File: config.mk
export PLATFORM = sky130hd
export DESIGN_NAME = fbcs_mul
export DESIGN_NICKNAME = d
export VERILOG_FILES = /design/src/fbcs_mul.sv
export SDC_FILE = /design/constraint.sdc
export NUM_CORES = 2
export LEC_CHECK = 0
export ABC_AREA = 1
export BUFFER_PORTS_ARGS = -buffer_cell sky130_fd_sc_hd__buf_2
export CORE_AREA = 2 2 242 244
export DETAILED_ROUTE_END_ITERATION = 12
export DIE_AREA = 0 0 244 246
export PLACE_DENSITY_LB_ADDON = 0.1
export SYNTH_ARGS = -nofsm -noshare
export SYNTH_HDL_FRONTEND = slang
export SYNTH_SLANG_ARGS = --single-unit
File: constraint.sdc
create_clock -name i_clk -period 9.2 [get_ports i_clk]
set_input_delay 1.84 -clock i_clk [delete_from_list [all_inputs] [get_ports i_clk]]
set_output_delay 1.84 -clock i_clk [all_outputs]
set_load 0.05 [all_outputs]
File: src/fbcs_mul.sv
// Shared 32x32 multiplier with registered product.
module fbcs_mul (
    input  logic        i_clk,
    input  logic [31:0] i_a,
    input  logic [31:0] i_b,
    output logic [63:0] o_p
);
    logic [63:0] r_p;

    always_ff @(posedge i_clk) begin
        r_p <= {32'd0, i_a} * {32'd0, i_b};
    end

    assign o_p = r_p;
endmodule

# Word-level counts from Yosys, hierarchy flattened
# Index checks and enable logic that the tools add are counted.
# classes
mul	1
# ops
cell	n
$mul 32x32->64	1
# totals
ff_bits	64
elab_cells	2
out_inout_bits	64
inputBits	65

# Depth between registers and ports, before layout
# depth
word_depth	1
ltp_mapped	30
mapped_depth_nobuf	29

# Worst setup path after synthesis
# OpenSTA, ideal clock, no wires.
# synth_path
path_type	input-to-reg
start	in i_a[25]
end	reg r_p[60] (netlist: o_p[60])
n_path_buf	1
arrival_time_ps	7542
t_required_ps	9088
stages	26
setup_time_ps	112
setup_slack_ps	1546
path_cell_list	clkbuf_1 > nand2_1 > fa_1 > inv_1 > fa_1 > inv_1 > fa_1 > inv_1 > fa_1 > fa_1 > fa_1 > fa_1 > inv_1 > fa_1 > inv_1 > ha_1 > nand2_1 > nand2_1 > a21oi_1 > nand2_1 > nand2_1 > nand2_1 > a21oi_1 > nand2_1 > nand2_1 > nand2_1
# synth_between
elab_chain_len	1
# synth_lines
item	line_no	source
from (decl)	4	input logic [31:0] i_a,
$mul 32x32->64	11	r_p <= {32'd0, i_a} * {32'd0, i_b};
to (signal assigned)	11	
to (decl)	8	logic [63:0] r_p;
# Every way passes these cells.

# Final worst setup path
# layout_path
start	in i_a[24]
end	reg r_p[52] (netlist: o_p[52])
# Same word-level chain as after synthesis.

==> flow_summary.ini <==
[worst_setup_path]
cp-end-kind = flip-flop
path_max_fanout = 32
max_stage_delay_ns = 0.64
required_ns = 9.42
critPathLaunch = i_a[24]
critPathMostFrequentCell = fa_1
arrival_ns = 8.59
crit_chain = buf_2 -> nand2_1 -> inv_1 -> fa_1 -> fa_1 -> fa_1 -> inv_1 -> fa_1 -> inv_1 -> fa_1 -> fa_1 -> fa_1 -> fa_1 -> ha_1 -> nand2_1 -> nor2_1 -> inv_2 -> nor3_2 -> nand2_1 -> nor2_1 -> nand2_1 -> nand4_1 -> nand2_1
crit_type = in -> reg
start_kind = input port
critPathSlowestCell = buf_2

[timing]
tns_ns = 0
hold_viol = 0
setup_viol = 0
max-slew-margin-rel = 0.388
rsz0062_at_grt = false
final.period_utilization = 0.910
worst_pin_slew_ns = 0.918
min_period_ns = 8.37
max_freq_mhz = 119
final_max_slew_viol_count = 0

[routing]
totalWireLength_um = 98900
viasPerCell = 5.16
avgRoutedWirePerCell_um = 17.1
first_pass_iters = 6
ant_nets = 0
drc = 0
vias = 29900
drt-initial-drc-count = 2087

[min_path]
hold_path_class = in -> reg
hp-start = i_b[0]

[synth]
synth_warnings = 0
netlist_area_sq_um = 37400
synth_nets = 6247
ys_seq_area_frac = 0.0343
synth_cell_types = 23
synthCells = 5023
synth-seq-cells = 64
syn_avg_cell_area_sq_um = 7.45

[grt]
grt_pass1_vias = 31300
antenna_found_initial = 2
grt_max_degree = 33
overflow = 0
grt.total_usage = 0.349
grt_pass1_wl_um = 164000

[cts]
ctsHoldBuffers = 0
clk_pin_slew_worst_paths_ns = 0.07
cts_resized = 0
h-tree-depth = 3
post-cts-setup-buffer-count = 0
cts_tree = yes
cts_inserted_buffers = 9
clock-sinks = 64
root_buffer = clkbuf_16
clockBufferDepth = 2

[final_layout]
nets = 6242
final_common_cell = inv_1
syn_to_final_growth_pct = 4.04
final_cell_mix = inv_1, nand2_1, fa_1, ha_1, buf_2
largest_reg_flops = 64
drive_gt1_frac = 0.0510
fillCellCount = 5022

[floorplanning]
die-area_sq_um = 60000
start_util = 0.652
die_width_um = 244
core_area_sq_um = 57400
num_rows = 88
ios = 129
die_h_um = 246

[run]
max-cap-violations = 0

[placement]
gp_congestion = 0.968
port_buffers = 128
hpwl_um = 82800

[outcome]
outcome = finished clean
[layout make-up]
type | instances | area (sq um) | share of cell area
Antenna cell | 1 | 2.50 | 0.0000643
Timing Repair Buffer | 176 | 1000 | 0.0257
Clock inverter | 7 | 47.5 | 0.00122
Inverter | 1735 | 6510 | 0.167
Clock buffer | 9 | 225 | 0.00579
Sequential cell | 64 | 1280 | 0.0329
Tap cell | 765 | 957 | 0.0246
Multi-Input combinational cell | 3032 | 28900 | 0.742
[synth_stat cells]
| master | number | area (sq um) |
|---|---|---|
| inv_1 | 1723 | 6470 |
| nand2_1 | 1566 | 5880 |
| fa_1 | 896 | 17900 |
| ha_1 | 263 | 3290 |
| clkbuf_1 | 192 | 721 |
| nor2_1 | 81 | 304 |
| dfxtp_1 | 64 | 1280 |
| nand3_1 | 56 | 280 |
| a21oi_1 | 43 | 215 |
| xor2_1 | 33 | 289 |
| nand4_1 | 16 | 100 |
| nand2_2 | 15 | 93.8 |
| nor2_2 | 14 | 87.6 |
| inv_2 | 12 | 45.0 |
| nor3_1 | 11 | 55.1 |
| o21bai_1 | 11 | 82.6 |
| nand3_2 | 9 | 90.1 |
| nor2_4 | 6 | 67.6 |
| nor3_2 | 6 | 60.1 |
| o21ai_0 | 2 | 10.0 |
| xnor2_1 | 2 | 17.5 |
| nor3_4 | 1 | 16.3 |
| o21bai_2 | 1 | 11.3 |
[final timing paths]
path / to / slack (ns) / cells after the start
max: o_p[52]$_DFF_P_ / 0.83 / 23
min: o_p[0]$_DFF_P_ / 2.11 / 3
[layer usage]
metal	global-route usage	share of wire
met1	0.454	0.39
met2	0.612	0.50
met3	0.0455	0.076
met4	0.105	0.036
met5	0	0.00027
[worst max-delay path, delay by kind of cell]
kind          cells  cell delay [ns]
fa+ha+maj         9             4.52
simple gates      9             1.27
buf+inv           5             0.94
[per-stage QoR]
step | worst slack (ns) | area [sq um] | instances | hold slack [ns] | util
finish | 0.830 | 38900 | 5789 | 2.11 | 0.678
global route | 0.504 | 38900 | 5788 | 2.13 | 0.678
CTS | 0.862 | 38900 | 5788 | 2.10 | 0.678
detailed placement | 0.567 | 38600 | 5772 | 2.31 | 0.674
global placement | 0.541 | 38600 | 5772 | 2.31 | 0.674
floorplan | 1.55 | 37400 | 5023 | 1.94 | -
[logic make-up (layout without fill, tap and decap cells)]
kind of cell,Yosys count,count (layout),synth area share
xor gates and xnor gates,35,35,0.00820
AOI/OAI and AO/OA,57,57,0.00853
buffers and inverters,1927,1927,0.193
other,0,1,0
and+or+nand+nor,1781,1781,0.188
DFF,64,64,0.0343
adders and majority gates,1159,1159,0.568
Power is not shown: default switching activity piles up to over one toggle a cycle in this logic, so the estimate is an artifact.
