File: src/fbcs_pkg.sv
// Shared types and constants for the frame band change scorer.
package fbcs_pkg;

    localparam logic [31:0] HASH_BASIS = 32'd2166136261;
    localparam logic [31:0] HASH_MULT  = 32'd16777619;

    typedef enum logic [2:0] {
        ST_IDLE,
        ST_HASH,
        ST_BAND,
        ST_COV,
        ST_CHN,
        ST_MIX,
        ST_OUT
    } t_state;

    typedef enum logic [1:0] {
        REG_WIDTH  = 2'd0,
        REG_HEIGHT = 2'd1
    } t_reg_idx;

    // Request to the shared divider.
    typedef struct packed {
        logic        start;
        logic [39:0] num;
        logic [39:0] den;
    } t_div_req;

    // Status back from the shared divider.
    typedef struct packed {
        logic        done;
        logic [39:0] quo;
    } t_div_rsp;

    function automatic logic [3:0] ink_of(input logic [7:0] b);
        logic [3:0] ones;
        ones = 4'd0;
        for (int i = 0; i < 8; i++) begin
            ones = ones + {3'd0, b[i]};
        end
        return 4'd8 - ones;
    endfunction

endpackage

File: src/fbcs_div.sv
// Shared restoring divider, one quotient bit per cycle.
module fbcs_div (
    input  logic              i_clk,
    input  logic              i_rst_n,
    input  fbcs_pkg::t_div_req i_req,
    output fbcs_pkg::t_div_rsp o_rsp
);
    import fbcs_pkg::*;

    logic [39:0] r_quo, n_quo;
    logic [39:0] r_rem, n_rem;
    logic [39:0] r_den, n_den;
    logic [5:0]  r_cnt, n_cnt;
    logic        r_busy, n_busy;
    logic        r_done, n_done;
    logic [40:0] trial;

    always_comb begin
        n_quo  = r_quo;
        n_rem  = r_rem;
        n_den  = r_den;
        n_cnt  = r_cnt;
        n_busy = r_busy;
        n_done = 1'b0;
        trial  = '0;
        if (i_req.start) begin
            n_quo  = i_req.num;
            n_rem  = '0;
            n_den  = i_req.den;
            n_cnt  = 6'd40;
            n_busy = 1'b1;
        end else if (r_busy) begin
            trial = {r_rem, r_quo[39]} - {1'b0, r_den};
            if (!trial[40]) begin
                n_rem = trial[39:0];
                n_quo = {r_quo[38:0], 1'b1};
            end else begin
                n_rem = {r_rem[38:0], r_quo[39]};
                n_quo = {r_quo[38:0], 1'b0};
            end
            n_cnt = r_cnt - 6'd1;
            if (r_cnt == 6'd1) begin
                n_busy = 1'b0;
                n_done = 1'b1;
            end
        end
    end

    always_ff @(posedge i_clk) begin
        r_quo <= n_quo;
        r_rem <= n_rem;
        r_den <= n_den;
        r_cnt <= n_cnt;
        if (!i_rst_n) begin
            r_busy <= 1'b0;
            r_done <= 1'b0;
        end else begin
            r_busy <= n_busy;
            r_done <= n_done;
        end
    end

    assign o_rsp.done = r_done;
    assign o_rsp.quo  = r_quo;

`ifndef SYNTHESIS
    a_done_after_busy: assert property (@(posedge i_clk) disable iff (!i_rst_n)
        r_done |-> $past(r_busy)) else $error("divider done without work");
    a_no_busy_done: assert property (@(posedge i_clk) disable iff (!i_rst_n)
        r_done |-> !r_busy) else $error("divider busy and done");
    a_cnt_live: assert property (@(posedge i_clk) disable iff (!i_rst_n)
        r_busy |-> r_cnt != 6'd0) else $error("divider count underflow");
`endif
endmodule

File: config.mk
export PLATFORM = sky130hd
export DESIGN_NAME = fbcs_div
export DESIGN_NICKNAME = d
export VERILOG_FILES = /design/src/fbcs_pkg.sv /design/src/fbcs_div.sv
export SDC_FILE = /design/constraint.sdc
export NUM_CORES = 1
export LEC_CHECK = 0
export ABC_CLOCK_PERIOD_IN_PS = 4470
export BUFFER_PORTS_ARGS = -buffer_cell sky130_fd_sc_hd__buf_4
export CAP_MARGIN = 20
export CORE_MARGIN = 2
export CORE_UTILIZATION = 61
export DETAILED_ROUTE_END_ITERATION = 7
export PLACE_DENSITY = 0.89
export SLEW_MARGIN = 0
export SYNTH_ARGS = -nofsm -noshare
export SYNTH_HDL_FRONTEND = slang
export SYNTH_SLANG_ARGS = --single-unit
File: constraint.sdc
create_clock -name i_clk -period 4.47 [get_ports i_clk]
set_input_delay 1.1175 -clock i_clk [delete_from_list [all_inputs] [get_ports i_clk]]
set_output_delay 1.1175 -clock i_clk [all_outputs]
set_load 0.005 [all_outputs]
### After elaboration in Yosys (flattened, before gate mapping)

Cells that the tools add are included.

* bits in registers: 128
* latch bits: 0
* memory bits (writable): 0
* bits in read-only memories: 0
* input port bits: 83
* output and inout bits: 41
* word-level logic and storage cells: 21
* memories: 0

* add/sub/neg operators: 2
* multipliers: 0
* div/mod/pow operators: 0
* $lt $le $gt $ge: 0
* eq/ne operators: 1
* shift operators: 0
* muxes and demuxes: 8
* bitwise logic cells: 2
* reductions and logical operators: 2

Operators by type and width (number)
* $mux W40: 3
* $sub A41 B40 Y41: 1
* $eq A6 B1 Y1 const B: 1
* $sub A6 B1 Y6 const B: 1
* $mux W1: 5
* $reduce_or A3 Y1: 1
* $not A1 Y1: 2
* $reduce_bool A2 Y1: 1

### Logic depth before layout (Yosys ltp)

* word-level depth: 4
* depth in mapped cells: 14
* depth with buffers taken out: 13

### Least setup slack after synthesis

OpenSTA, ideal clock, no wires.

* path type: register -> register
* start point: register r_quo[39]
* end point: register r_rem[23]
* setup time: 120 ps
* data arrival time: 2821 ps
* data required time: 4350 ps
* path slack: 1530 ps
* cell stages (with the launch flop): 14
* buffers on the path: 1
* period minus slack after synthesis: 2940 ps
* cells stage by stage: edfxtp_1 > inv_1 > ha_1 > fa_1 > nor2b_1 > o31a_1 > o21bai_1 > a21o_1 > o31ai_4 > a31o_4 > xor2_4 > buf_2 > nor3_1 > a211o_1

* word-level cells in the longest chain between the ends: 2

Ends and longest elaborated chain
* from (decl): RTL line fbcs_div.sv:10 `logic [39:0] r_quo, n_quo;`
* from (signal assigned): RTL line fbcs_div.sv:50 `r_quo <= n_quo;`
* $sub A41 B40 Y41: RTL line fbcs_div.sv:33 `trial = {r_rem, r_quo[39]} - {1'b0, r_den};`
* $mux W40: RTL line fbcs_div.sv:34 `if (!trial[40]) begin`
* to (signal assigned): RTL line fbcs_div.sv:51 `r_rem <= n_rem;`
* to (decl): RTL line fbcs_div.sv:11 `logic [39:0] r_rem, n_rem;`

No other way between the ends.
A chain may end at the register's enable or synchronous reset.

### Worst setup path after layout

* start point: register r_quo[39]
* end point: register r_rem[8]

The elaborated chain is that of the path after synthesis.

==> results.txt <==
- The run finished with clean final reports.
- The largest total area in the synthesized netlist belongs to edfxtp_1.
- 0 antenna diodes ended up in the layout.
- Relative contribution of the clock network to total power: 0.377
- The count of buffers added on input and output ports is 123.
- Weighted congestion at the end of routability-driven global placement: approximately 0.91
- Of the total power, the share spent switching nets is 0.289.
- In the synthesized netlist the dominant register cell turns out to be edfxtp_1.
- Total of cells resized after clock tree synthesis: 0
* Cell area after synthesis: ~7300 sq um
* Tightest Pin Transition: 0.929 ns
* Origin of the critical flop-to-flop path: r_quo[39]$_DFFE_PP_
* HPWL after detailed placement: about 12000 um
- Clk Tree Root Cell: clkbuf_16
- Pin count of the biggest net entering global routing: 54
- The initial antenna violation count came to 0.
- Placement row count: 40
* Filler Cells Inserted: 764
* Synth cell types: 63
- Power density of the placed cells: 414 nW/um^2
- The first detailed-routing pass ran for 5 iterations.
* Die area: about 13000 sq um
- After detailed routing, the number of remaining DRC violations is 0.
- STA classifies the critical path startpoint as a flop.
- Count of vias placed by the detailed router: 5980
- Setup repair after global routing left no endpoint under its margin.
- For this run, the top clock speed supported by timing is about 270 MHz.
- Synth async-reset ratio: 0
* Final Core Density: 0.754
- Critical Path End Type: flop
- Power share of the sequential group: 0.393
* Number of enable flip-flop cells after synthesis: 80
- Averaged over all synthesized cells, the footprint is 10.2 sq um.
* Internal Power: 2.63 mW
* HP Start: r_cnt[1]$_SDFFE_PP0P_
- Final setup TNS: 0 ns
- The number of global-route vias before repair was just over 6000.
- Counting every net in the synthesized netlist gives 849.
* Width of the chip: between 100 and 150 um
- # H-tree levels: 4
- Count of routing violations after the opening detailed-route iteration: ~470
* Portion of the post-synthesis area used by sequential elements: 0.458
* Aggregate global routing overflow: 0
- Syn Inst Count: around 720
- The worst hold path belongs to the class flop to flop.
- The routed design has 17600 um of wire.
- Clock latency on the worst-skew pair, taken at its later pin, is 0.43 ns.
- The floorplan step set the die height to 114 um.
- Post-route fraction of the period consumed by the critical path: 0.842
* Count of boundary I/O pins: around 120
* GRT Util Overall: 0.281
- Number of nets still failing antenna checks after routing: 0
- Compared with the post-synthesis result, the final layout area differs by 21.8%.
- Number of buffers added by the clock tree synthesis step: 17
* Most frequent cell after synthesis: edfxtp_1
- Layout Cell Area excl Fill: just under 9000 sq um
- The analysis attributes to net switching a power of 1.07 mW.
- Dividing the detail-routed wire length by the instance count gives 17.7 um.
- CP Data Required Time: 4.75 ns
* Arrival @ worst endpoint: about 4 ns
- The worst setup path is of the flop to flop kind.
- Setup violations remaining at the end of the flow were counted as 0.
- VDD sags by at most ~280 uV.
* Clk slew on worst S/H paths: approximately 0.06 ns
* Maximum clock insertion buffer count: 2
* Launch point of the worst path: r_quo[39]$_DFFE_PP_
- After the last flow step, the layout net total stands at between 900 and 1000.
* Highest net fanout along the worst path: 15
- Measured against its own limit, the worst slew margin works out to 0.380.
* Buffer count from post-CTS setup fixing: 0
- Flop and latch count out of synthesis: ~130
* Area inside the core boundary: ~12000 sq um
* Leakage power total: about 3.8 nW
- Quantity of hold-fixing buffers added after cts: 0
* Synth top area share: 0.327
- Clock sink total: ~130
* Vias per std cell: about 6
- CTS tree: done
* Clock period minus final worst setup slack: about 3.8 ns
- List of most frequent post-synthesis cells: 80 x edfxtp_1, 71 x nor2_1, 57 x nand2_1
- Part of the total power dissipated in combinational logic: 0.230
* Count of warnings emitted by yosys: 0
- Initial core utilization: 0.619
- Post-Place Cell Area: approximately 8300 sq um
- In the final layout, the share of cells above drive strength 1 is 0.249.
- Yosys attributes the largest share of cell area to edfxtp_1 33%, dfxtp_1 13%, ha_1 7.2%.
- The clock arrives with roughly 0.0075 ns of skew.
- The number of hold violations in the final report was 0.
* First-pass GRT wire length: approximately 28000 um
* Max-cap viol count: 0
- The max-slew violation count was 0.
-- registers in the layout (all words and copies together), names as in the netlist --
register and flops:
r_cnt 6, r_done 1, r_den 40, r_rem 40, r_busy 1, r_quo 40
-- stage by stage --
stage	total power, mW	hold slack, ns	std cells	worst slack (ns)
2_1_floorplan	2.04	0.464	723	1.53
3_3_place_gp	2.26	0.481	964	1.04
3_5_place_dp	2.30	0.486	964	0.918
4_1_cts	3.71	0.496	996	0.748
5_1_grt	3.85	0.521	996	0.541
6_report	3.70	0.495	996	0.706
-- cells in the final DEF (no fill, tap or decap), types with 4 or more instances in the layout --
master	synthesis	layout
a211oi_1	25	25
a21o_1	10	10
a21oi_1	43	43
a311oi_1	9	9
a31oi_1	9	9
and2_1	4	4
and3_1	4	4
buf_4	1	129
clkbuf_16	0	17
clkinvlp_4	0	5
dfxtp_1	48	47
edfxtp_1	80	80
ha_1	42	42
inv_1	56	56
mux2_2	39	39
mux2i_1	19	19
nand2_1	57	57
nand2b_1	7	7
nand3_1	7	7
nand4_1	7	7
nor2_1	71	71
nor2b_1	6	6
nor3_1	13	13
o211ai_1	4	4
o21a_1	6	6
o21ai_0	31	31
o21bai_1	6	6
xnor2_1	22	22
xor2_1	17	17
-- layout make-up --
type | count | area (sq um) | area share
Clock buffer | 21 | 470 | 0.0526
Clock inverter | 11 | 129 | 0.0144
Multi-Input combinational cell | 504 | 3610 | 0.404
Sequential cell | 128 | 3360 | 0.376
Inverter | 56 | 210 | 0.0235
Tap cell | 147 | 184 | 0.0206
Timing Repair Buffer | 129 | 968 | 0.108
-- path summary, 6_finish.rpt --
| kind | end | slack [ns] | cells past startpoint |
|---|---|---|---|
| setup reg to reg | r_rem[8]$_SDFFE_PP0P_ | 0.71 | 13 |
| hold / removal | r_cnt[1]$_SDFFE_PP0P_ | 0.50 | 2 |
| hold reg to reg | r_cnt[1]$_SDFFE_PP0P_ | 0.50 | 2 |
| setup / recovery | r_rem[8]$_SDFFE_PP0P_ | 0.71 | 13 |
-- worst max-delay path, cell delays in order (launching register included) --
cell and delay [ns]:
edfxtp_1 0.38, inv_1 0.06, ha_1 0.22, fa_1 0.42, nor2b_1 0.19, o31a_1 0.17
o21bai_1 0.09, a21o_1 0.26, o31ai_4 0.30, a31o_4 0.27, xor2_4 0.43, buf_4 0.35
mux2i_1 0.35, a211oi_1 0.14
-- kinds of logic (layout without fill, tap and decap cells) --
family,after synthesis,count (layout),share of synthesized area
buf+inv,91,217,0.0498
fa+ha+maj,43,43,0.0743
flops,128,128,0.458
simple gates,187,187,0.115
mux,58,58,0.0857
xor+xnor,41,41,0.0540
compound gates,175,175,0.163
-- power groups by stage --
stage               Combinational (mW)  Sequential, mW  Clock, mW
finish                           0.850            1.45       1.40
detailed placement               0.828            1.47          0
global route                     0.929            1.47       1.46
CTS                              0.842            1.45       1.41
floorplan                        0.581            1.45          0
global placement                 0.789            1.47          0
-- layer usage --
layer / up-vias / wire length (um) / track usage
met5: - / 0 / 0
met4: 0 / 381 / 0.118
met3: 36 / 1280 / 0.0887
met2: 224 / 9050 / 0.497
met1: 2879 / 6910 / 0.313
li1: 2841 / - / -
Power figures use the tool's default switching activity.
